--- src/icmp_erf_pkg.sv ---
// ----------------------------------------------------------------------------
// ICMP echo reply filter package
// Shared types, codes and constants of the echo reply filter.
// ----------------------------------------------------------------------------
package icmp_erf_pkg;

  localparam int MAX_PACKET_BYTES_DEF = 2048;

  // Configuration port
  localparam int CFG_IDX_W  = 2;
  localparam int CFG_DATA_W = 16;
  localparam logic [CFG_IDX_W-1:0] CFG_EXPECTED_IDENT    = 2'd0;
  localparam logic [CFG_IDX_W-1:0] CFG_EXPECTED_SEQUENCE = 2'd1;

  // Header and message constants
  localparam logic [7:0] PROTO_ICMP      = 8'd1;
  localparam logic [7:0] TYPE_ECHO_REPLY = 8'd0;
  localparam int         TTL_OFFSET      = 8;
  localparam int         PROTO_OFFSET    = 9;
  localparam int         ICMP_MIN_BYTES  = 8;

  // Header length in bytes (IHL times four) and offsets past it.
  localparam int HDR_W = 6;
  localparam int OFF_W = 7;

  typedef enum logic [1:0] {
    V_MATCH    = 2'd0,
    V_NOT_ICMP = 2'd1,
    V_SHORT    = 2'd2,
    V_MISMATCH = 2'd3
  } verdict_t;

  // One byte handed from the input register to the parser.
  typedef struct packed {
    logic       vld;
    logic       eop;
    logic [7:0] data;
  } step_t;

  // Verdict produced on the last byte of a packet.
  typedef struct packed {
    verdict_t   verdict;
    logic [7:0] hop_limit;
  } result_t;

endpackage

--- src/icmp_erf_in_if.sv ---
// ----------------------------------------------------------------------------
// ICMP echo reply filter input channel
// Valid/ready channel carrying one packet byte and its last-byte mark.
// ----------------------------------------------------------------------------
interface icmp_erf_in_if;
  logic       valid;
  logic       ready;
  logic [7:0] pkt_byte;
  logic       end_of_packet;

  modport source (output valid, output pkt_byte, output end_of_packet, input ready);
  modport sink   (input valid, input pkt_byte, input end_of_packet, output ready);
endinterface

--- src/icmp_erf_out_if.sv ---
// ----------------------------------------------------------------------------
// ICMP echo reply filter result channel
// Valid/ready channel carrying one verdict and the TTL of a matching reply.
// ----------------------------------------------------------------------------
interface icmp_erf_out_if;
  logic       valid;
  logic       ready;
  logic [1:0] verdict;
  logic [7:0] hop_limit;

  modport source (output valid, output verdict, output hop_limit, input ready);
  modport sink   (input valid, input verdict, input hop_limit, output ready);
endinterface

--- src/icmp_echo_reply_filter_unit.sv ---
// ----------------------------------------------------------------------------
// ICMP echo reply filter
// Checks received IPv4 packets, one byte per transfer, for a matching ICMP
// echo reply and reports one verdict per packet.
// ----------------------------------------------------------------------------
//  port       dir   payload                          transfer
//  in_ch      sink  pkt_byte[8], end_of_packet[1]    valid & ready
//  out_ch     src   verdict[2], hop_limit[8]         valid & ready
//  cfg_*      in    cfg_index[2], cfg_wdata[16]      cfg_wr_en
//
// One byte is taken every cycle while in_ch.ready is high. A byte is held in
// the input register and is parsed on the way out of it; the verdict of a
// packet is loaded into the result register at the edge where its last byte
// leaves the input register, and out_ch.valid is driven from that register.
// The input only stalls while a verdict waits on out_ch and the next last
// byte is already in the input register. Reset is synchronous on rst_n and
// clears all packet state and both compare registers.
// ----------------------------------------------------------------------------
module icmp_echo_reply_filter_unit #(
  parameter int MAX_PACKET_BYTES = icmp_erf_pkg::MAX_PACKET_BYTES_DEF
) (
  input  logic                                  clk,
  input  logic                                  rst_n,
  icmp_erf_in_if.sink                           in_ch,
  icmp_erf_out_if.source                        out_ch,
  input  logic                                  cfg_wr_en,
  input  logic [icmp_erf_pkg::CFG_IDX_W-1:0]    cfg_index,
  input  logic [icmp_erf_pkg::CFG_DATA_W-1:0]   cfg_wdata
);
  import icmp_erf_pkg::*;

  logic [15:0] exp_ident_r, exp_seq_r;

  logic        s1_vld_r;
  logic        s1_eop_r;
  logic [7:0]  s1_data_r;
  logic        adv;

  logic        out_vld_r;
  result_t     out_res_r;

  step_t       step;
  result_t     res;

  always_ff @(posedge clk) begin
    if (!rst_n) begin
      exp_ident_r <= '0;
      exp_seq_r   <= '0;
    end else if (cfg_wr_en) begin
      unique case (cfg_index)
        CFG_EXPECTED_IDENT:    exp_ident_r <= cfg_wdata;
        CFG_EXPECTED_SEQUENCE: exp_seq_r   <= cfg_wdata;
        default: ;
      endcase
    end
  end

  // A last byte may only leave the input register when the result register
  // is free or being emptied in the same cycle.
  assign adv         = s1_vld_r && (!s1_eop_r || !out_vld_r || out_ch.ready);
  assign in_ch.ready = !s1_vld_r || adv;

  always_ff @(posedge clk) begin
    if (!rst_n) begin
      s1_vld_r <= 1'b0;
    end else if (in_ch.ready) begin
      s1_vld_r <= in_ch.valid;
    end
  end

  always_ff @(posedge clk) begin
    if (in_ch.valid && in_ch.ready) begin
      s1_eop_r  <= in_ch.end_of_packet;
      s1_data_r <= in_ch.pkt_byte;
    end
  end

  always_comb begin
    step.vld  = adv;
    step.eop  = s1_eop_r;
    step.data = s1_data_r;
  end

  icmp_erf_parse #(
    .MAX_PACKET_BYTES (MAX_PACKET_BYTES)
  ) u_parse (
    .clk         (clk),
    .rst_n       (rst_n),
    .step_i      (step),
    .exp_ident_i (exp_ident_r),
    .exp_seq_i   (exp_seq_r),
    .res_o       (res)
  );

  always_ff @(posedge clk) begin
    if (!rst_n) begin
      out_vld_r <= 1'b0;
    end else if (adv && s1_eop_r) begin
      out_vld_r <= 1'b1;
    end else if (out_ch.ready) begin
      out_vld_r <= 1'b0;
    end
  end

  always_ff @(posedge clk) begin
    if (adv && s1_eop_r) begin
      out_res_r <= res;
    end
  end

  assign out_ch.valid     = out_vld_r;
  assign out_ch.verdict   = out_res_r.verdict;
  assign out_ch.hop_limit = out_res_r.hop_limit;

  a_result_source: assert property (@(posedge clk) disable iff (!rst_n)
    $rose(out_vld_r) |-> $past(adv && s1_eop_r))
    else $error("verdict appeared without a last byte");

  a_hop_only_on_match: assert property (@(posedge clk) disable iff (!rst_n)
    out_vld_r && out_res_r.verdict != V_MATCH |-> out_res_r.hop_limit == '0)
    else $error("hop limit given on a verdict other than match");

  a_stage_kept: assert property (@(posedge clk) disable iff (!rst_n)
    s1_vld_r && !adv |=> s1_vld_r && $stable(s1_data_r) && $stable(s1_eop_r))
    else $error("stalled byte in the input register was lost");

  a_no_overwrite: assert property (@(posedge clk) disable iff (!rst_n)
    out_vld_r && !out_ch.ready |-> !(adv && s1_eop_r))
    else $error("pending verdict overwritten");

endmodule

--- src/icmp_erf_parse.sv ---
// ----------------------------------------------------------------------------
// ICMP echo reply filter parser
// Tracks the per-packet header fields and forms the verdict on the last byte.
// ----------------------------------------------------------------------------
module icmp_erf_parse #(
  parameter int MAX_PACKET_BYTES = icmp_erf_pkg::MAX_PACKET_BYTES_DEF
) (
  input  logic                   clk,
  input  logic                   rst_n,
  input  icmp_erf_pkg::step_t    step_i,
  input  logic [15:0]            exp_ident_i,
  input  logic [15:0]            exp_seq_i,
  output icmp_erf_pkg::result_t  res_o
);
  import icmp_erf_pkg::*;

  localparam int CNT_W = $clog2(MAX_PACKET_BYTES + 1);
  localparam logic [CNT_W-1:0] CNT_MAX = CNT_W'(MAX_PACKET_BYTES);

  logic [CNT_W-1:0] cnt_r, cnt_nxt;
  logic [HDR_W-1:0] hdr_r, hdr_nxt;
  logic [7:0]       proto_r, proto_nxt;
  logic [7:0]       ttl_r, ttl_nxt;
  logic [7:0]       type_r, type_nxt;
  logic [15:0]      ident_r, ident_nxt;
  logic [15:0]      seq_r, seq_nxt;

  logic [HDR_W-1:0] hdr_cur;
  logic [CNT_W-1:0] off0, off4, off5, off6, off7, min_len;
  logic             take;

  always_comb begin
    hdr_cur = (cnt_r == '0) ? {step_i.data[3:0], 2'b00} : hdr_r;
    off0    = CNT_W'(hdr_cur);
    off4    = CNT_W'(OFF_W'(hdr_cur) + OFF_W'(4));
    off5    = CNT_W'(OFF_W'(hdr_cur) + OFF_W'(5));
    off6    = CNT_W'(OFF_W'(hdr_cur) + OFF_W'(6));
    off7    = CNT_W'(OFF_W'(hdr_cur) + OFF_W'(7));
    take    = (cnt_r < CNT_MAX);

    cnt_nxt   = cnt_r;
    hdr_nxt   = hdr_r;
    proto_nxt = proto_r;
    ttl_nxt   = ttl_r;
    type_nxt  = type_r;
    ident_nxt = ident_r;
    seq_nxt   = seq_r;

    // Bytes past the maximum packet size leave all fields untouched.
    if (take) begin
      cnt_nxt = cnt_r + CNT_W'(1);
      hdr_nxt = hdr_cur;
      if (cnt_r == CNT_W'(TTL_OFFSET))   ttl_nxt         = step_i.data;
      if (cnt_r == CNT_W'(PROTO_OFFSET)) proto_nxt       = step_i.data;
      if (cnt_r == off0)                 type_nxt        = step_i.data;
      if (cnt_r == off4)                 ident_nxt[15:8] = step_i.data;
      if (cnt_r == off5)                 ident_nxt[7:0]  = step_i.data;
      if (cnt_r == off6)                 seq_nxt[15:8]   = step_i.data;
      if (cnt_r == off7)                 seq_nxt[7:0]    = step_i.data;
    end

    min_len = CNT_W'(OFF_W'(hdr_nxt) + OFF_W'(ICMP_MIN_BYTES));

    res_o.hop_limit = '0;
    if (proto_nxt != PROTO_ICMP) begin
      res_o.verdict = V_NOT_ICMP;
    end else if (cnt_nxt < min_len) begin
      res_o.verdict = V_SHORT;
    end else if (type_nxt == TYPE_ECHO_REPLY && ident_nxt == exp_ident_i &&
                 seq_nxt == exp_seq_i) begin
      res_o.verdict   = V_MATCH;
      res_o.hop_limit = ttl_nxt;
    end else begin
      res_o.verdict = V_MISMATCH;
    end
  end

  always_ff @(posedge clk) begin
    if (!rst_n || (step_i.vld && step_i.eop)) begin
      cnt_r   <= '0;
      hdr_r   <= '0;
      proto_r <= '0;
      ttl_r   <= '0;
      type_r  <= '0;
      ident_r <= '0;
      seq_r   <= '0;
    end else if (step_i.vld) begin
      cnt_r   <= cnt_nxt;
      hdr_r   <= hdr_nxt;
      proto_r <= proto_nxt;
      ttl_r   <= ttl_nxt;
      type_r  <= type_nxt;
      ident_r <= ident_nxt;
      seq_r   <= seq_nxt;
    end
  end

  a_cnt_bounded: assert property (@(posedge clk) disable iff (!rst_n)
    cnt_r <= CNT_MAX)
    else $error("byte count ran past the maximum packet size");

  a_clear_after_eop: assert property (@(posedge clk) disable iff (!rst_n)
    step_i.vld && step_i.eop |=> cnt_r == '0 && proto_r == '0)
    else $error("packet state not cleared after the last byte");

  a_hdr_held: assert property (@(posedge clk) disable iff (!rst_n)
    cnt_r != '0 && !step_i.vld |=> $stable(hdr_r))
    else $error("header length changed without a byte");

endmodule

--- src/flat_wrapper.sv ---
// flat-port wrapper written by rule: the top's interface ports become plain ports
module icmp_echo_reply_filter_unit_flat import icmp_erf_pkg::*;
#(
  parameter int MAX_PACKET_BYTES = icmp_erf_pkg::MAX_PACKET_BYTES_DEF
)
  (clk, rst_n, cfg_wr_en, cfg_index, cfg_wdata, in_ch_valid, in_ch_pkt_byte, in_ch_end_of_packet, in_ch_ready, out_ch_valid, out_ch_verdict, out_ch_hop_limit, out_ch_ready);
  icmp_erf_in_if in_ch_i ();
  icmp_erf_out_if out_ch_i ();
  input  logic clk;
  input  logic rst_n;
  input  logic cfg_wr_en;
  input  logic [icmp_erf_pkg::CFG_IDX_W-1:0] cfg_index;
  input  logic [icmp_erf_pkg::CFG_DATA_W-1:0] cfg_wdata;
  input wire logic [$bits(in_ch_i.valid)-1:0] in_ch_valid;
  input wire logic [$bits(in_ch_i.pkt_byte)-1:0] in_ch_pkt_byte;
  input wire logic [$bits(in_ch_i.end_of_packet)-1:0] in_ch_end_of_packet;
  output wire logic [$bits(in_ch_i.ready)-1:0] in_ch_ready;
  output wire logic [$bits(out_ch_i.valid)-1:0] out_ch_valid;
  output wire logic [$bits(out_ch_i.verdict)-1:0] out_ch_verdict;
  output wire logic [$bits(out_ch_i.hop_limit)-1:0] out_ch_hop_limit;
  input wire logic [$bits(out_ch_i.ready)-1:0] out_ch_ready;
  assign in_ch_i.valid = in_ch_valid;
  assign in_ch_i.pkt_byte = in_ch_pkt_byte;
  assign in_ch_i.end_of_packet = in_ch_end_of_packet;
  assign in_ch_ready = in_ch_i.ready;
  assign out_ch_valid = out_ch_i.valid;
  assign out_ch_verdict = out_ch_i.verdict;
  assign out_ch_hop_limit = out_ch_i.hop_limit;
  assign out_ch_i.ready = out_ch_ready;
  icmp_echo_reply_filter_unit #(.MAX_PACKET_BYTES(MAX_PACKET_BYTES)) u_core (.clk(clk), .rst_n(rst_n), .in_ch(in_ch_i), .out_ch(out_ch_i), .cfg_wr_en(cfg_wr_en), .cfg_index(cfg_index), .cfg_wdata(cfg_wdata));
endmodule
--- config.mk ---
export PLATFORM = sky130hd
export DESIGN_NAME = icmp_echo_reply_filter_unit_flat
export DESIGN_NICKNAME = d
export VERILOG_FILES = /design/src/icmp_erf_pkg.sv /design/src/icmp_erf_in_if.sv /design/src/icmp_erf_out_if.sv /design/src/icmp_echo_reply_filter_unit.sv /design/src/icmp_erf_parse.sv /design/src/flat_wrapper.sv
export SDC_FILE = /design/constraint.sdc
export NUM_CORES = 1
export LEC_CHECK = 0
export ABC_AREA = 1
export BUFFER_PORTS_ARGS = -buffer_cell sky130_fd_sc_hd__buf_2
export CORE_MARGIN = 5
export CORE_UTILIZATION = 60
export CTS_CLUSTER_DIAMETER = 100
export DETAILED_ROUTE_END_ITERATION = 10
export GPL_TIMING_DRIVEN = 1
export PLACE_DENSITY_LB_ADDON = 0.25
export REMOVE_ABC_BUFFERS = 1
export SETUP_SLACK_MARGIN = 0.2
export SYNTH_ARGS = -nofsm -noshare
export SYNTH_HDL_FRONTEND = slang
export SYNTH_HIERARCHICAL = 1
export SYNTH_SLANG_ARGS = --single-unit
--- constraint.sdc ---
create_clock -name clk -period 4.6 [get_ports clk]
set_clock_uncertainty 0.15 [all_clocks]
set_input_delay 0.69 -clock clk [delete_from_list [all_inputs] [get_ports clk]]
set_output_delay 0.69 -clock clk [all_outputs]
set_load 0.05 [all_outputs]
[Yosys cells after proc, flatten, opt, wreduce, memory -nomap -nowiden]
Cells that the tools add are included.
Cells by class
  add/sub/neg operators: 6
  $mul: 0
  divide/modulo/power cells: 0
  $lt $le $gt $ge: 2
  equal/unequal tests: 11
  shifts and indexed selects: 0
  multiplexer cells: 19
  bitwise gates (word level): 1
  reduce and logical (&&, ||, !) cells: 20
Operator list (count)
  8-bit two-way mux: 10
  12-bit by 7-bit equality test with 1-bit output: 4
  16-bit equality test: 2
  16-bit two-way mux: 2
  6-bit by 3-bit adder with 7-bit output, second input constant: 4
  12-bit by 4-bit equality test with 1-bit output, second input constant: 2
  12-bit by 1-bit adder with 12-bit output, second input constant: 1
  12-bit by 6-bit equality test with 1-bit output: 1
  12-bit zero test: 1
  12-bit < comparator, second input constant: 1
  12-bit by 7-bit < comparator with 1-bit output: 1
  12-bit two-way mux: 1
  6-bit two-way mux: 2
  8-bit zero test: 1
  8-bit by 1-bit != test with 1-bit output, second input constant: 1
  6-bit by 4-bit adder with 7-bit output, second input constant: 1
  1-bit logical AND: 5
  1-bit zero test: 4
  1-bit logical OR: 4
  2-bit two-way mux: 2
  2-bit AND reduction: 2
  3-bit OR reduction: 1
  2-bit by 1-bit equality test with 1-bit output, second input constant: 1
  2-bit zero test: 1
  other kinds (3): 4
Word-level totals
  register bits: 127
  bits in latches: 0
  memory bits (writable): 0
  bits in read-only memories: 0
  input bits: 32
  output and inout port bits: 12
  word-level logic and storage cells: 74
  memories: 0

[Depth between registers and ports, before layout]
Gate-level depths: netlist of the first run.
  depth after elaboration: 11
  depth in mapped cells: 27
  mapped depth without buffers: 27

[Modules after synthesis]
The synthesis of the first run kept the hierarchy.
By module, submodules not included
  icmp_erf_parse: instances 1, cells each 1020, area each 6064.6 um^2, sequential area each 1481.4 um^2
  icmp_echo_reply_filter_unit: instances 1, cells each 246, area each 2102.0 um^2, sequential area each 1251.2 um^2

[Worst setup path after synthesis of the first run]
Ideal clock, no wire load.
  path type: register to register
  from: register u_core.u_parse.cnt_r[1]
  to: register u_core.out_res_r, in the netlist u_core/out_ch.verdict[0], data pin
  setup time: 258 ps
  arrival: 3164 ps
  required time: 4192 ps
  setup slack: 1028 ps
  cell stages (with the launch flop): 26
  buffers on the path: 0
  clock period less this slack: 3572 ps
  cell sequence: dfxtp_1 -> clkinv_1 -> ha_1 -> nand2_2 -> nor2_8 -> nand2_8 -> nand2_4 -> nand2_4 -> ha_1 -> xnor2_1 -> nor3_1 -> nand2_1 -> nor2_1 -> nand2_1 -> nor2_4 -> nand3_4 -> nand2_1 -> nand2_1 -> nand2_1 -> nand2_1 -> nor2_1 -> nand2_1 -> nor2_1 -> nand3_1 -> o21ai_0 -> nand2_1
On the way
  longest elaborated chain between the ends: 11
  elaborated cells on any way between the ends: 36
  classes of those cells: add/sub: 6; order compare: 2; eq/ne: 9; mux: 15; reduce/logical: 4
Ends and longest elaborated chain
  from (decl): RTL line icmp_erf_parse.sv:20  | logic [CNT_W-1:0] cnt_r, cnt_nxt;
  from (signal assigned): RTL line icmp_erf_parse.sv:88  | cnt_r <= cnt_nxt;
  parallel branches: the longest is 11 deep, another holds 12-bit < comparator
  to (signal assigned): RTL line icmp_echo_reply_filter_unit.sv:107  | out_res_r <= res;
  to (decl): RTL line icmp_echo_reply_filter_unit.sv:40  | result_t out_res_r;
Parallel ways; which one is timed is not known.
A chain may end at the register's enable or synchronous reset.

[Worst setup path in the final report of the first run]
  from: register u_core.u_parse.cnt_r[0]
  to: register u_core.out_res_r, in the netlist u_core/out_ch.hop_limit[3], data pin
On the way
  longest elaborated chain between the ends: 11
  elaborated cells on any way between the ends: 39
  classes of those cells: add/sub: 6; order compare: 2; eq/ne: 10; mux: 15; bitwise: 1; reduce/logical: 5
Ends and longest elaborated chain
  parallel branches: the longest is 11 deep, another holds 12-bit < comparator
Parallel ways; which one is timed is not known.

==> summary.md, run 1 <==
| Metric | Value |
|---|---|
| Worst Setup End Kind | flop |
| Critical path's slowest cell | dfxtp_2 |
| Setup WS pre-CTS | roughly 0.34 ns |
| End of the critical path | u_core/out_ch.hop_limit[3]$_DFFE_PP_ |
| Critical-path maximum fanout | 10 |
| Tot GR Track Use | 0.291 |
| Leakage | 4.55 nW |
| Die height | 127 um |
| Die Width | 127 um |
| Wl on met1 | 9890 um |
| CTS tree | yes |
| Setup crit start kind | flop |
| Max-Cap Viols | 0 |
| CTS buffer count | 17 |
| Total Nets Final | around 1300 |
| DR top layer | met4 |
| Worst Max-Slew Pin Slew | 1.01 ns |
| Top_reg_cell synth | dfxtp_1 |
| DRC Markers | 0 |
| Clk root buf | clkbuf_16 |
| Critical path class | reg2reg |
| Relative slew margins | 0.322 |
| DP HPWL | about 17000 um |
| Worst reg2reg path endpoint | u_core/out_ch.hop_limit[3]$_DFFE_PP_ |
| Number of distinct library cells after synthesis | 40 |
| R2r startpoint | u_core/u_parse/cnt_r[0]$_SDFFE_PP0P_ |
| I/O Buffers | 43 |
| Critical path data required time | between 4 and 5 ns |
| FP Rows | 42 |
| Post-Synthesis Cell Area | between 8000 and 9000 sq um |
| Initial core utilization | 0.614 |
| Post-Syn Instances | 1266 |
| Post-DRT Antenna Nets | 0 |
| Post-synth EDFFs | 19 |
| Gpl congestion | a little over 1 |
| Crit-path max cell delay | between 0.3 and 0.4 ns |
| Metal2 WL | 10700 um |
| H-tree levels | 4 |
| HP Class | in2reg |
| Final Hold Fails | 0 |
| Final Cycle Share | 0.886 |
| Seq/Total Area, Yosys | 0.335 |
| Setup violators final | 0 |
| Fill cells | between 1000 and 1500 |
| Routed met3 length | 1720 um |
| Synthesis Warnings | 6 |
| Vias in the first global route | 7484 |
| Core area | 13300 sq um |
| Die area | around 16000 sq um |
| Initial antenna violation count | 0 |
| Area added between synthesis and finish | 11.4% |
| First-pass GRT wire length | 37300 um |
| Peak VDD IR | 387 uV |
| RSZ-0062 raised after global routing | no |
| CP Launch Point | u_core/u_parse/cnt_r[0]$_SDFFE_PP0P_ |
| Clk buf depth | 2 |
| Grt ovf | 0 |
| Status | completed |
| Diodes inserted | 0 |
| Final worst slack | 0.523 ns |
| Hold-fix buffers, CTS | 0 |
| Most frequent CP cell | nand2_1 |
| Clk sinks | around 130 |
| Synthesized area per cell | 6.45 sq um |
| Clk slew on worst S/H paths | 0.06 ns |
| Drt initial violations | 786 |
| Worst R2R Path Depth | 27 |
| Worst reg2reg setup slack | 0.52 ns |
| Post-synth ARST share | 0 |
| Share of cells above drive strength 1 | 0.127 |
| Power per Cell Area | around 370 nW/um^2 |
| Later-pin clock latency in the skew report | 0.42 ns |
| Largest net degree at the start of global routing | 59 |
| Maximum clock frequency | 0.245 GHz |
| First drt pass iteration count | 5 |
| Routed vias/inst | 5.55 |
| IO Count | 44 |
| Register bit count reported by yosys | 127 |
| Slew Viols, Final | 0 |
| Minimum clock period | 4.08 ns |
| Total number of vias | 8253 |
| CP Data Arrival Time | ~4.2 ns |
| Final wirelength | 23500 um |
| Wire length per cell | 15.8 um |
| Power Total | 0.00336 W |
## per-layer routing
layer	GRT usage	vias to the layer above
met1	0.369	3711
met4	0.162	0
li1	-	4104
met3	0.0614	83
met2	0.461	355
met5	0	-
## Yosys cell counts (all sizes together) (9+ instances only)
library cell  count  share of area
o211ai           10         0.0092
ha               14          0.021
edfxtp           19          0.070
nand2           353           0.18
o21ai            80          0.049
xor2              9         0.0097
dfxtp           108           0.26
nand3           128          0.087
nand4            26          0.021
nor2            198           0.11
clkbuf           25          0.011
buf              17          0.016
a21oi            55          0.034
inv             183          0.084
## cells in the final DEF, fill, tap and decap left out, drive strengths merged, types with 9 or more instances in the layout
cell,instances
edfxtp,19
nand3,128
buf,56
o21ai,80
a21oi,55
xor2,9
clkbuf,21
inv,187
nand2,353
nand4,26
dfxtp,108
ha,14
o211ai,10
nor2,198
## area by class of cell
class	instances	area [sq um]	area share
Sequential cell	127	2740	0.301
Inverter	187	707	0.0777
Multi-Input combinational cell	910	4540	0.499
Tap cell	176	220	0.0242
Clock inverter	11	101	0.0111
Clock buffer	21	482	0.0530
Timing Repair Buffer	56	313	0.0344
## what timing repair did
action / in CTS / in global routing
resized for setup: 0 / 9
setup endpoints to repair: 0 / 10
buffers inserted: 0 / 5
## stage by stage
stage               utilization  area [sq um]  hold WS, ns  cells  setup TNS [ns]
global route              0.684          9090        0.280   1488               0
CTS                       0.680          9030        0.285   1483               0
floorplan                     -          7940        0.296   1224         -114.67
finish                    0.684          9090        0.297   1488               0
detailed placement        0.636          8450        0.313   1451               0
global placement          0.636          8450        0.315   1451               0
## kinds of logic after synthesis
logic type | synth area share
compound gates | 0.102
xor+xnor | 0.0150
fa+ha+maj | 0.0214
buf+inv | 0.114
flops | 0.335
simple gates | 0.413
## worst max-delay path: cells and delay by family, from the launching register on
kind                     cells  cell delay, ns
flip-flops                   1            0.36
XOR/XNOR                     1            0.15
buffers and inverters        2            0.26
AND/OR/NAND/NOR             22            2.46
adder cells (fa/ha/maj)      2            0.52
## registers in the layout, summed over array words and instances, names as in the netlist
signal and flops:
u_core/out_ch.hop_limit 8, u_core/u_parse/type_r 8, u_core/s1_vld_r 1, u_core/u_parse/seq_r 16
u_core/u_parse/ttl_r 8, u_core/exp_ident_r 16, u_core/out_ch.verdict 2, u_core/s1_eop_r 1
u_core/u_parse/proto_r 8, u_core/u_parse/ident_r 16, u_core/u_parse/hdr_r 6, u_core/out_ch.valid 1
u_core/u_parse/cnt_r 12, u_core/exp_seq_r 16, u_core/s1_data_r 8
## how the worst min path moves through the flow
| stage | from | to | slack [ns] | depth (start not counted) |
|---|---|---|---|---|
| final | in_ch_pkt_byte[1] | u_core/s1_data_r[1]$_DFFE_PP_ | 0.30 | 1 |
| after global routing | in_ch_pkt_byte[0] | u_core/s1_data_r[0]$_DFFE_PP_ | 0.28 | 1 |
| after detailed placement | u_core/u_parse/type_r[7]$_SDFFE_PP0P_ | u_core/u_parse/type_r[7]$_SDFFE_PP0P_ | 0.31 | 2 |
| after global placement | u_core/u_parse/type_r[3]$_SDFFE_PP0P_ | u_core/u_parse/type_r[3]$_SDFFE_PP0P_ | 0.31 | 2 |
| after floorplan | u_core/u_parse/hdr_r[5]$_SDFFE_PP0P_ | u_core/u_parse/hdr_r[5]$_SDFFE_PP0P_ | 0.30 | 2 |
| after CTS | in_ch_pkt_byte[1] | u_core/s1_data_r[1]$_DFFE_PP_ | 0.28 | 1 |
## power breakdown
part           leakage, nW  internal (W)  switching [W]
Combinational         3.21      0.000238       0.000561
Clock                0.290      0.000807       0.000518
Sequential            1.06       0.00119      0.0000524
Total                 4.55       0.00223        0.00113
Note: power is estimated with default switching activity, not from simulation.
==> inputs of run 2 (changes only) <==
--- a/config.mk
+++ b/config.mk
@@ -7,7 +7,7 @@
 export LEC_CHECK = 0
 export ABC_AREA = 1
 export BUFFER_PORTS_ARGS = -buffer_cell sky130_fd_sc_hd__buf_2
-export CORE_MARGIN = 5
+export CORE_MARGIN = 2
 export CORE_UTILIZATION = 60
 export CTS_CLUSTER_DIAMETER = 100
 export DETAILED_ROUTE_END_ITERATION = 10
==> run 2 against run 1 <==
Net effect:
- wire length fell by 4.8%
- via count fell by 2.5%
- fmax decreased by 0.62%
- clock-buffer cell count unchanged
- critical path type unchanged
- final area up 0.25%
- power grew 3.0%
- sequential power about the same
- first-iteration DRC count is 3.4% higher
- clock power grew 9%
- die area is 9.2% lower
- worst hold slack got worse by 0.0032 ns
- final cell count decreased by 0.27%
==> summary.md, run 2 (synthesis gave the netlist of run 1 again) <==
| Metric | Value |
|---|---|
| Status | completed |
| Slew Viols, Final | 0 (unchanged) |
| Setup violators final | 0 (unchanged) |
| Metal2 WL | 10400 um (-2.5%) |
| Power per Cell Area | 380 nW/um^2 (+2.7%) |
| Wire length per cell | 15.1 um (-4.6%) |
| Tot GR Track Use | 0.316 (+0.0251) |
| Total Nets Final | 1343 (-0.15%) |
| CTS tree | yes |
| Clk slew on worst S/H paths | 0.05 ns (about the same) |
| DRC Markers | 0 (unchanged) |
| Total number of vias | 8044 (-2.5%) |
| Critical path class | reg2reg |
| Diodes inserted | 0 (unchanged) |
| Drt initial violations | 813 (+3.4%) |
| Critical-path maximum fanout | 10 (unchanged) |
| First-pass GRT wire length | 36100 um (-3.3%) |
| Die Width | 121 um (-4.7%) |
| Most common cell after layout, fill and taps aside | nand2_1 |
| CP Data Arrival Time | 4.24 ns (+0.03 ns) |
| Final Util | 0.688 (+0.00441) |
| Relative slew margins | 0.343 (+0.0206) |
| Core area | 13200 sq um (-0.40%) |
| Peak VDD IR | 274 uV (-29%) |
| Routed met3 length | 1540 um (-10%) |
| HP Class | in2reg |
| Worst Max-Slew Pin Slew | 0.982 ns (-0.0307 ns) |
| H-tree levels | 4 (unchanged) |
| Setup crit start kind | flop |
| Final Hold Fails | 0 (unchanged) |
| Worst Setup End Kind | flop |
| Final Cycle Share | 0.892 (+0.00554) |
| Die area | 14600 sq um (-9.2%) |
| Minimum clock period | 4.10 ns (+0.0255 ns) |
| I/O Buffers | 43 (unchanged) |
| Post-DRT Antenna Nets | 0 (unchanged) |
| Wl on met1 | 9650 um (-2.4%) |
| Gpl congestion | 0.986 (-2.6%) |
| Max-Cap Viols | 0 (unchanged) |
| NetSw | 0.00109 W (-3.3%) |
| Flop pwr share | 0.358 (-0.011) |
| FP Rows | 42 (unchanged) |
| Power Total | 0.00346 W (+3.0%) |
| Switching Share | 0.316 (-0.0204) |
| Leakage | 4.56 nW (about the same) |
| IO Count | 44 (unchanged) |
| Largest net degree at the start of global routing | 57 (-3.4%) |
| Maximum clock frequency | 0.244 GHz (-0.62%) |
| Final wirelength | 22400 um (-4.8%) |
| RSZ-0062 raised after global routing | no |
| DP HPWL | 15700 um (-4.8%) |
| Later-pin clock latency in the skew report | 0.43 ns (about the same) |
| Clk root buf | clkbuf_16 |
| Commonest cells after routing, fill and taps aside | 328 x nand2_1, 178 x inv_1, 167 x nor2_1 |
| Placed Instances | 1452 (+0.069%) |
| Clk buf depth | 2 (unchanged) |
| Vias in the first global route | 7282 (-2.7%) |
| Initial antenna violation count | 0 (unchanged) |
| Clk sinks | 127 (unchanged) |
| Final Non-Filler Cells | 1484 (-0.27%) |
| Int Pwr | 0.00237 W (+6.1%) |
| CTS buffer count | 17 (unchanged) |
| Routed vias/inst | 5.42 (-2.3%) |
| Grt ovf | 0 (unchanged) |
| Comb pwr share | 0.227 (-0.010) |
| Clock power frac | 0.415 (+0.021) |
| Hold-fix buffers, CTS | 0 (unchanged) |
| Initial core utilization | 0.617 (+0.00244) |
| Die height | 121 um (-4.7%) |
| Critical path data required time | 4.74 ns (about the same) |
| Share of cells above drive strength 1 | 0.122 (-0.00420) |
| First drt pass iteration count | 7 (+2) |
| Area added between synthesis and finish | 11.6% |
| DR top layer | met4 |
| Hold_ws | 0.294 ns (-0.00319 ns) |
-- run 2: timing repair --
action | in CTS | in global routing
gates resized for setup | 0 | 6
buffers inserted | 0 | 2
endpoints found under the setup margin | 0 | 10
-- run 2: metrics by stage --
stage / setup TNS [ns] / setup WS, ns / area [sq um]
2_1_floorplan: -114.67 / -2.02 / 7940
3_3_place_gp: 0 / 0.501 / 8460
5_1_grt: 0 / 0.206 / 9120
3_5_place_dp: 0 / 0.377 / 8460
4_1_cts: 0 / 0.325 / 9090
6_report: 0 / 0.498 / 9120
-- run 2: layout make-up --
cell class	instances	area (sq um)
fillers	1231	4130
multi-input cells	910	4530
clock buffers	21	470
flip-flops and latches	127	2730
inverters	187	707
clock inverters	9	156
repair buffers	54	298
well taps	176	220
-- run 2: final timing paths --
check                                                           from                              endpoint  slack (ns)  depth (start not counted)
worst min register to register  u_core/u_parse/hdr_r[5]$_SDFFE_PP0P_  u_core/u_parse/hdr_r[5]$_SDFFE_PP0P_        0.33                          2
worst min-delay path                               in_ch_pkt_byte[0]         u_core/s1_data_r[0]$_DFFE_PP_        0.29                          1
worst max register to register  u_core/u_parse/cnt_r[0]$_SDFFE_PP0P_  u_core/out_ch.hop_limit[0]$_DFFE_PP_        0.50                         26
worst max-delay path            u_core/u_parse/cnt_r[0]$_SDFFE_PP0P_  u_core/out_ch.hop_limit[0]$_DFFE_PP_        0.50                         26
-- run 2: metal layers --
metal	GRT usage	vias up
met4	0.138	0
met3	0.0528	60
met2	0.517	313
met1	0.410	3576
met5	0	-
li1	-	4095
-- run 2: power groups by stage --
stage               logic, W  registers [W]  clock network [W]
floorplan           0.000568        0.00126                  0
global placement    0.000752        0.00126                  0
detailed placement  0.000759        0.00126                  0
CTS                 0.000768        0.00124            0.00145
global route        0.000877        0.00125            0.00150
finish              0.000787        0.00124            0.00144
-- run 2: worst max-delay path: stages (launching register included) --
cell and delay, ns:
dfxtp_1 0.38, inv_2 0.13, ha_1 0.19, nand2_2 0.12
nor2_8 0.18, nand2_8 0.12, nand2_4 0.11, nand2_4 0.09
ha_1 0.32, xnor2_1 0.13, nor3_1 0.14, nand2_1 0.08
nor2_2 0.14, nand2_1 0.13, nor2_4 0.21, nand3_4 0.15
nand2_1 0.11, nand2_1 0.07, nand2_1 0.06, nand2_1 0.05
nor2_1 0.11, nand2_1 0.10, nor2_2 0.17, nand3_2 0.14
nor2_4 0.19, nand2_4 0.12, nor2_2 0.10
==> inputs of run 3 (changes only) <==
==> constraint.sdc (replaced) <==
create_clock -name clk -period 4.34 [get_ports clk]
set_clock_uncertainty 0.15 [all_clocks]
set_input_delay 0.651 -clock clk [delete_from_list [all_inputs] [get_ports clk]]
set_output_delay 0.651 -clock clk [all_outputs]
set_load 0.05 [all_outputs]
==> run 3 against run 2 <==
Net effect:
- combinational power up 10%
- clock-buffer cell count stayed put
- global-route usage up 0.48 points
- register-to-register slack lost 0.06 ns
- clock power grew 7%
- non-clock buffer count is 13 higher
- core utilization increased by 1.3 points
- worst hold slack got worse by 0.044 ns
- wire length is 1.4% higher
- final area grew 1.8%
- critical path type unchanged
- largest power group unchanged
==> summary.md, run 3 (synthesis gave the netlist of run 1 again) <==
| Metric | Value |
|---|---|
| CP Cell Sequence | inv_2, ha_2, nand2_4, nor2_8, buf_4, nand2_4, buf_4, nand2_1, nand2_1, nand2_1, nor2_1, nand2_1, nand2_1, nor2_4, nand2_4, nand2_1, o21ai_1, xnor2_1, nand3_1, nor2_1, nand2_2, nor2_4, nand2_4, nor2_2 |
| Core area | 13200 sq um (unchanged) |
| Routed vias/inst | 5.49 (+1.4%) |
| H-tree levels | 4 (unchanged) |
| Worst Setup End Kind | flop |
| Post-DRT Antenna Nets | 0 (unchanged) |
| Diodes inserted | 0 (unchanged) |
| DRC Markers | 0 (unchanged) |
| Share of cells above drive strength 1 | 0.140 (+0.0182) |
| Most common cell after layout, fill and taps aside | nand2_1 |
| Commonest cells after routing, fill and taps aside | 325 x nand2_1, 178 x inv_1, 166 x nor2_1 |
| Final wirelength | 22700 um (+1.4%) |
| Slew Viols, Final | 0 (unchanged) |
| Largest net degree at the start of global routing | 57 (unchanged) |
| RSZ-0062 raised after global routing | no |
| R2r startpoint | u_core/u_parse/cnt_r[0]$_SDFFE_PP0P_ |
| Die height | 121 um (unchanged) |
| CP Data Arrival Time | 4.04 ns (-0.20 ns) |
| Worst R2R Path Depth | 24 (-7.7%) |
| First-pass GRT wire length | 36600 um (+1.6%) |
| Final Cycle Share | 0.899 (+0.00711) |
| GRT met3 Usage | 0.0599 (+0.00708) |
| Clk buf depth | 2 (unchanged) |
| Vias in the first global route | 7556 (+3.8%) |
| Met2 usage | 0.520 (+0.00318) |
| Critical-path maximum fanout | 10 (unchanged) |
| Gpl congestion | 1.03 (+4.1%) |
| Minimum clock period | 3.90 ns (-0.201 ns) |
| Critical path's slowest cell | dfxtp_2 |
| Worst Hold End | u_core/s1_eop_r$_DFFE_PP_ |
| Clk root buf | clkbuf_16 |
| Die area | 14600 sq um (unchanged) |
| First drt pass iteration count | 5 (-2) |
| Grt ovf | 0 (unchanged) |
| IO Count | 44 (unchanged) |
| Final Cell Area | 9280 sq um (+1.8%) |
| Final Hold Fails | 0 (unchanged) |
| Power per Cell Area | 401 nW/um^2 (+5.4%) |
| Cells on Worst Hold Path | 1 (unchanged) |
| Final worst slack | 0.439 ns (-0.0590 ns) |
| Drt initial violations | 772 (-5.0%) |
| Clk sinks | 127 (unchanged) |
| Maximum clock frequency | 0.256 GHz (+5.2%) |
| CTS tree | yes |
| Hold-fix buffers, CTS | 0 (unchanged) |
| HP Class | in2reg |
| Worst reg2reg path endpoint | u_core/out_ch.hop_limit[1]$_DFFE_PP_ |
| Clk slew on worst S/H paths | 0.06 ns (about the same) |
| Most frequent CP cell | nand2_1 |
| Wire length per cell | 15.1 um (+0.29%) |
| Critical path class | reg2reg |
| Leakage | 4.65 nW (+2.0%) |
| Peak VDD IR | 259 uV (-5.7%) |
| DP HPWL | 16100 um (+2.3%) |
| GRT busiest layer | met2 |
| FP Rows | 42 (unchanged) |
| Initial core utilization | 0.617 (unchanged) |
| Setup violators final | 0 (unchanged) |
| Relative slew margins | 0.335 (-0.00829) |
| Later-pin clock latency in the skew report | 0.42 ns (about the same) |
| CTS buffer count | 17 (unchanged) |
| Total number of vias | 8241 (+2.4%) |
| Max-Cap Viols | 0 (unchanged) |
| Worst Max-Slew Pin Slew | 0.994 ns (+0.0124 ns) |
| Area added between synthesis and finish | 13.7% |
| I/O Buffers | 43 (unchanged) |
| Initial antenna violation count | 0 (unchanged) |
| Post-DP Area | 8500 sq um (+0.53%) |
| Critical path data required time | 4.47 ns (-0.27 ns) |
| Setup crit start kind | flop |
| Worst reg2reg setup slack | 0.44 ns (-0.06 ns) |
| Total Nets Final | 1357 (+1.0%) |
| Die Width | 121 um (unchanged) |
| Setup WS pre-CTS | 0.177 ns (-0.200 ns) |
| Met1 usage | 0.406 (-0.00443) |
| Hold_ws | 0.250 ns (-0.0437 ns) |
| Hold_sp | in_ch_end_of_packet |
| Status | completed |
| Tot GR Track Use | 0.321 (+0.00481) |
| Crit-path max cell delay | 0.36 ns (-0.02 ns) |
## run 3: cell types whose count changed in the layout (fill, tap and decap cells not counted), moves of 2 or more
cell / before / now
buf_4: 11 / 24
nand2_1: 328 / 325
nand2_4: 11 / 14
nand3_1: 119 / 117
nand3_2: 5 / 7
## run 3: how the worst max path moves through the flow
| stage | start | endpoint | cells past startpoint |
|---|---|---|---|
| 2_1_floorplan | u_core/out_ch.valid$_SDFFE_PN0P_ | u_core/u_parse/cnt_r[0]$_SDFFE_PP0P_ | 4 |
| 3_3_place_gp | u_core/u_parse/cnt_r[0]$_SDFFE_PP0P_ | u_core/out_ch.hop_limit[5]$_DFFE_PP_ | 23 |
| 3_5_place_dp | u_core/u_parse/cnt_r[0]$_SDFFE_PP0P_ | u_core/out_ch.hop_limit[0]$_DFFE_PP_ | 26 |
| 4_1_cts | u_core/u_parse/cnt_r[0]$_SDFFE_PP0P_ | u_core/out_ch.hop_limit[0]$_DFFE_PP_ | 26 |
| 5_1_grt | u_core/u_parse/cnt_r[0]$_SDFFE_PP0P_ | u_core/out_ch.hop_limit[7]$_DFFE_PP_ | 27 |
| 6_report | u_core/u_parse/cnt_r[0]$_SDFFE_PP0P_ | u_core/out_ch.hop_limit[1]$_DFFE_PP_ | 24 |
## run 3: layout make-up
| type | count | area, sq um |
|---|---|---|
| Clock buffer | 21 | 492 |
| Clock inverter | 11 | 149 |
| Fill cell | 1171 | 3960 |
| Inverter | 187 | 703 |
| Multi-Input combinational cell | 911 | 4590 |
| Sequential cell | 127 | 2740 |
| Tap cell | 176 | 220 |
| Timing Repair Buffer | 67 | 395 |
## run 3: worst max-delay path, delay by kind of cell, from the launching register on
family	cells	cell delay, ns
AO/OA/AOI/OAI	1	0.10
adder cells (fa/ha/maj)	1	0.21
buffers and inverters	3	0.38
AND/OR/NAND/NOR	18	2.24
flip-flops	1	0.36
XOR/XNOR	1	0.28
## run 3: stage by stage
stage               utilization  cells  power, W  setup TNS (ns)
floorplan                     -   1224   0.00194         -133.91
global placement          0.642   1458   0.00214               0
detailed placement        0.642   1458   0.00215               0
CTS                       0.692   1491   0.00369               0
global route              0.701   1500   0.00389               0
finish                    0.701   1500   0.00372               0
## run 3: power breakdown
part | switching (W) | internal [W] | leakage [nW] | total, W
clock | 0.000551 | 0.000987 | 0.316 | 0.00154
combinational | 0.000597 | 0.000269 | 3.28 | 0.000866
sequential | 0.0000535 | 0.00126 | 1.06 | 0.00131
## run 3: repair_timing
| item | 4_1_cts | 5_1_grt |
|---|---|---|
| endpoints found under the hold margin | 0 | 0 |
| buffers inserted | 1 | 8 |
| cloned | 0 | 1 |
| resized for setup | 2 | 16 |
| pin swaps | 1 | 11 |
| endpoints found under the setup margin | 10 | 10 |
## run 3: per-layer routing
layer	part of all wire	up-vias
li1	-	4112
met1	0.42	3704
met2	0.47	347
met3	0.072	78
met4	0.040	0
met5	0	-
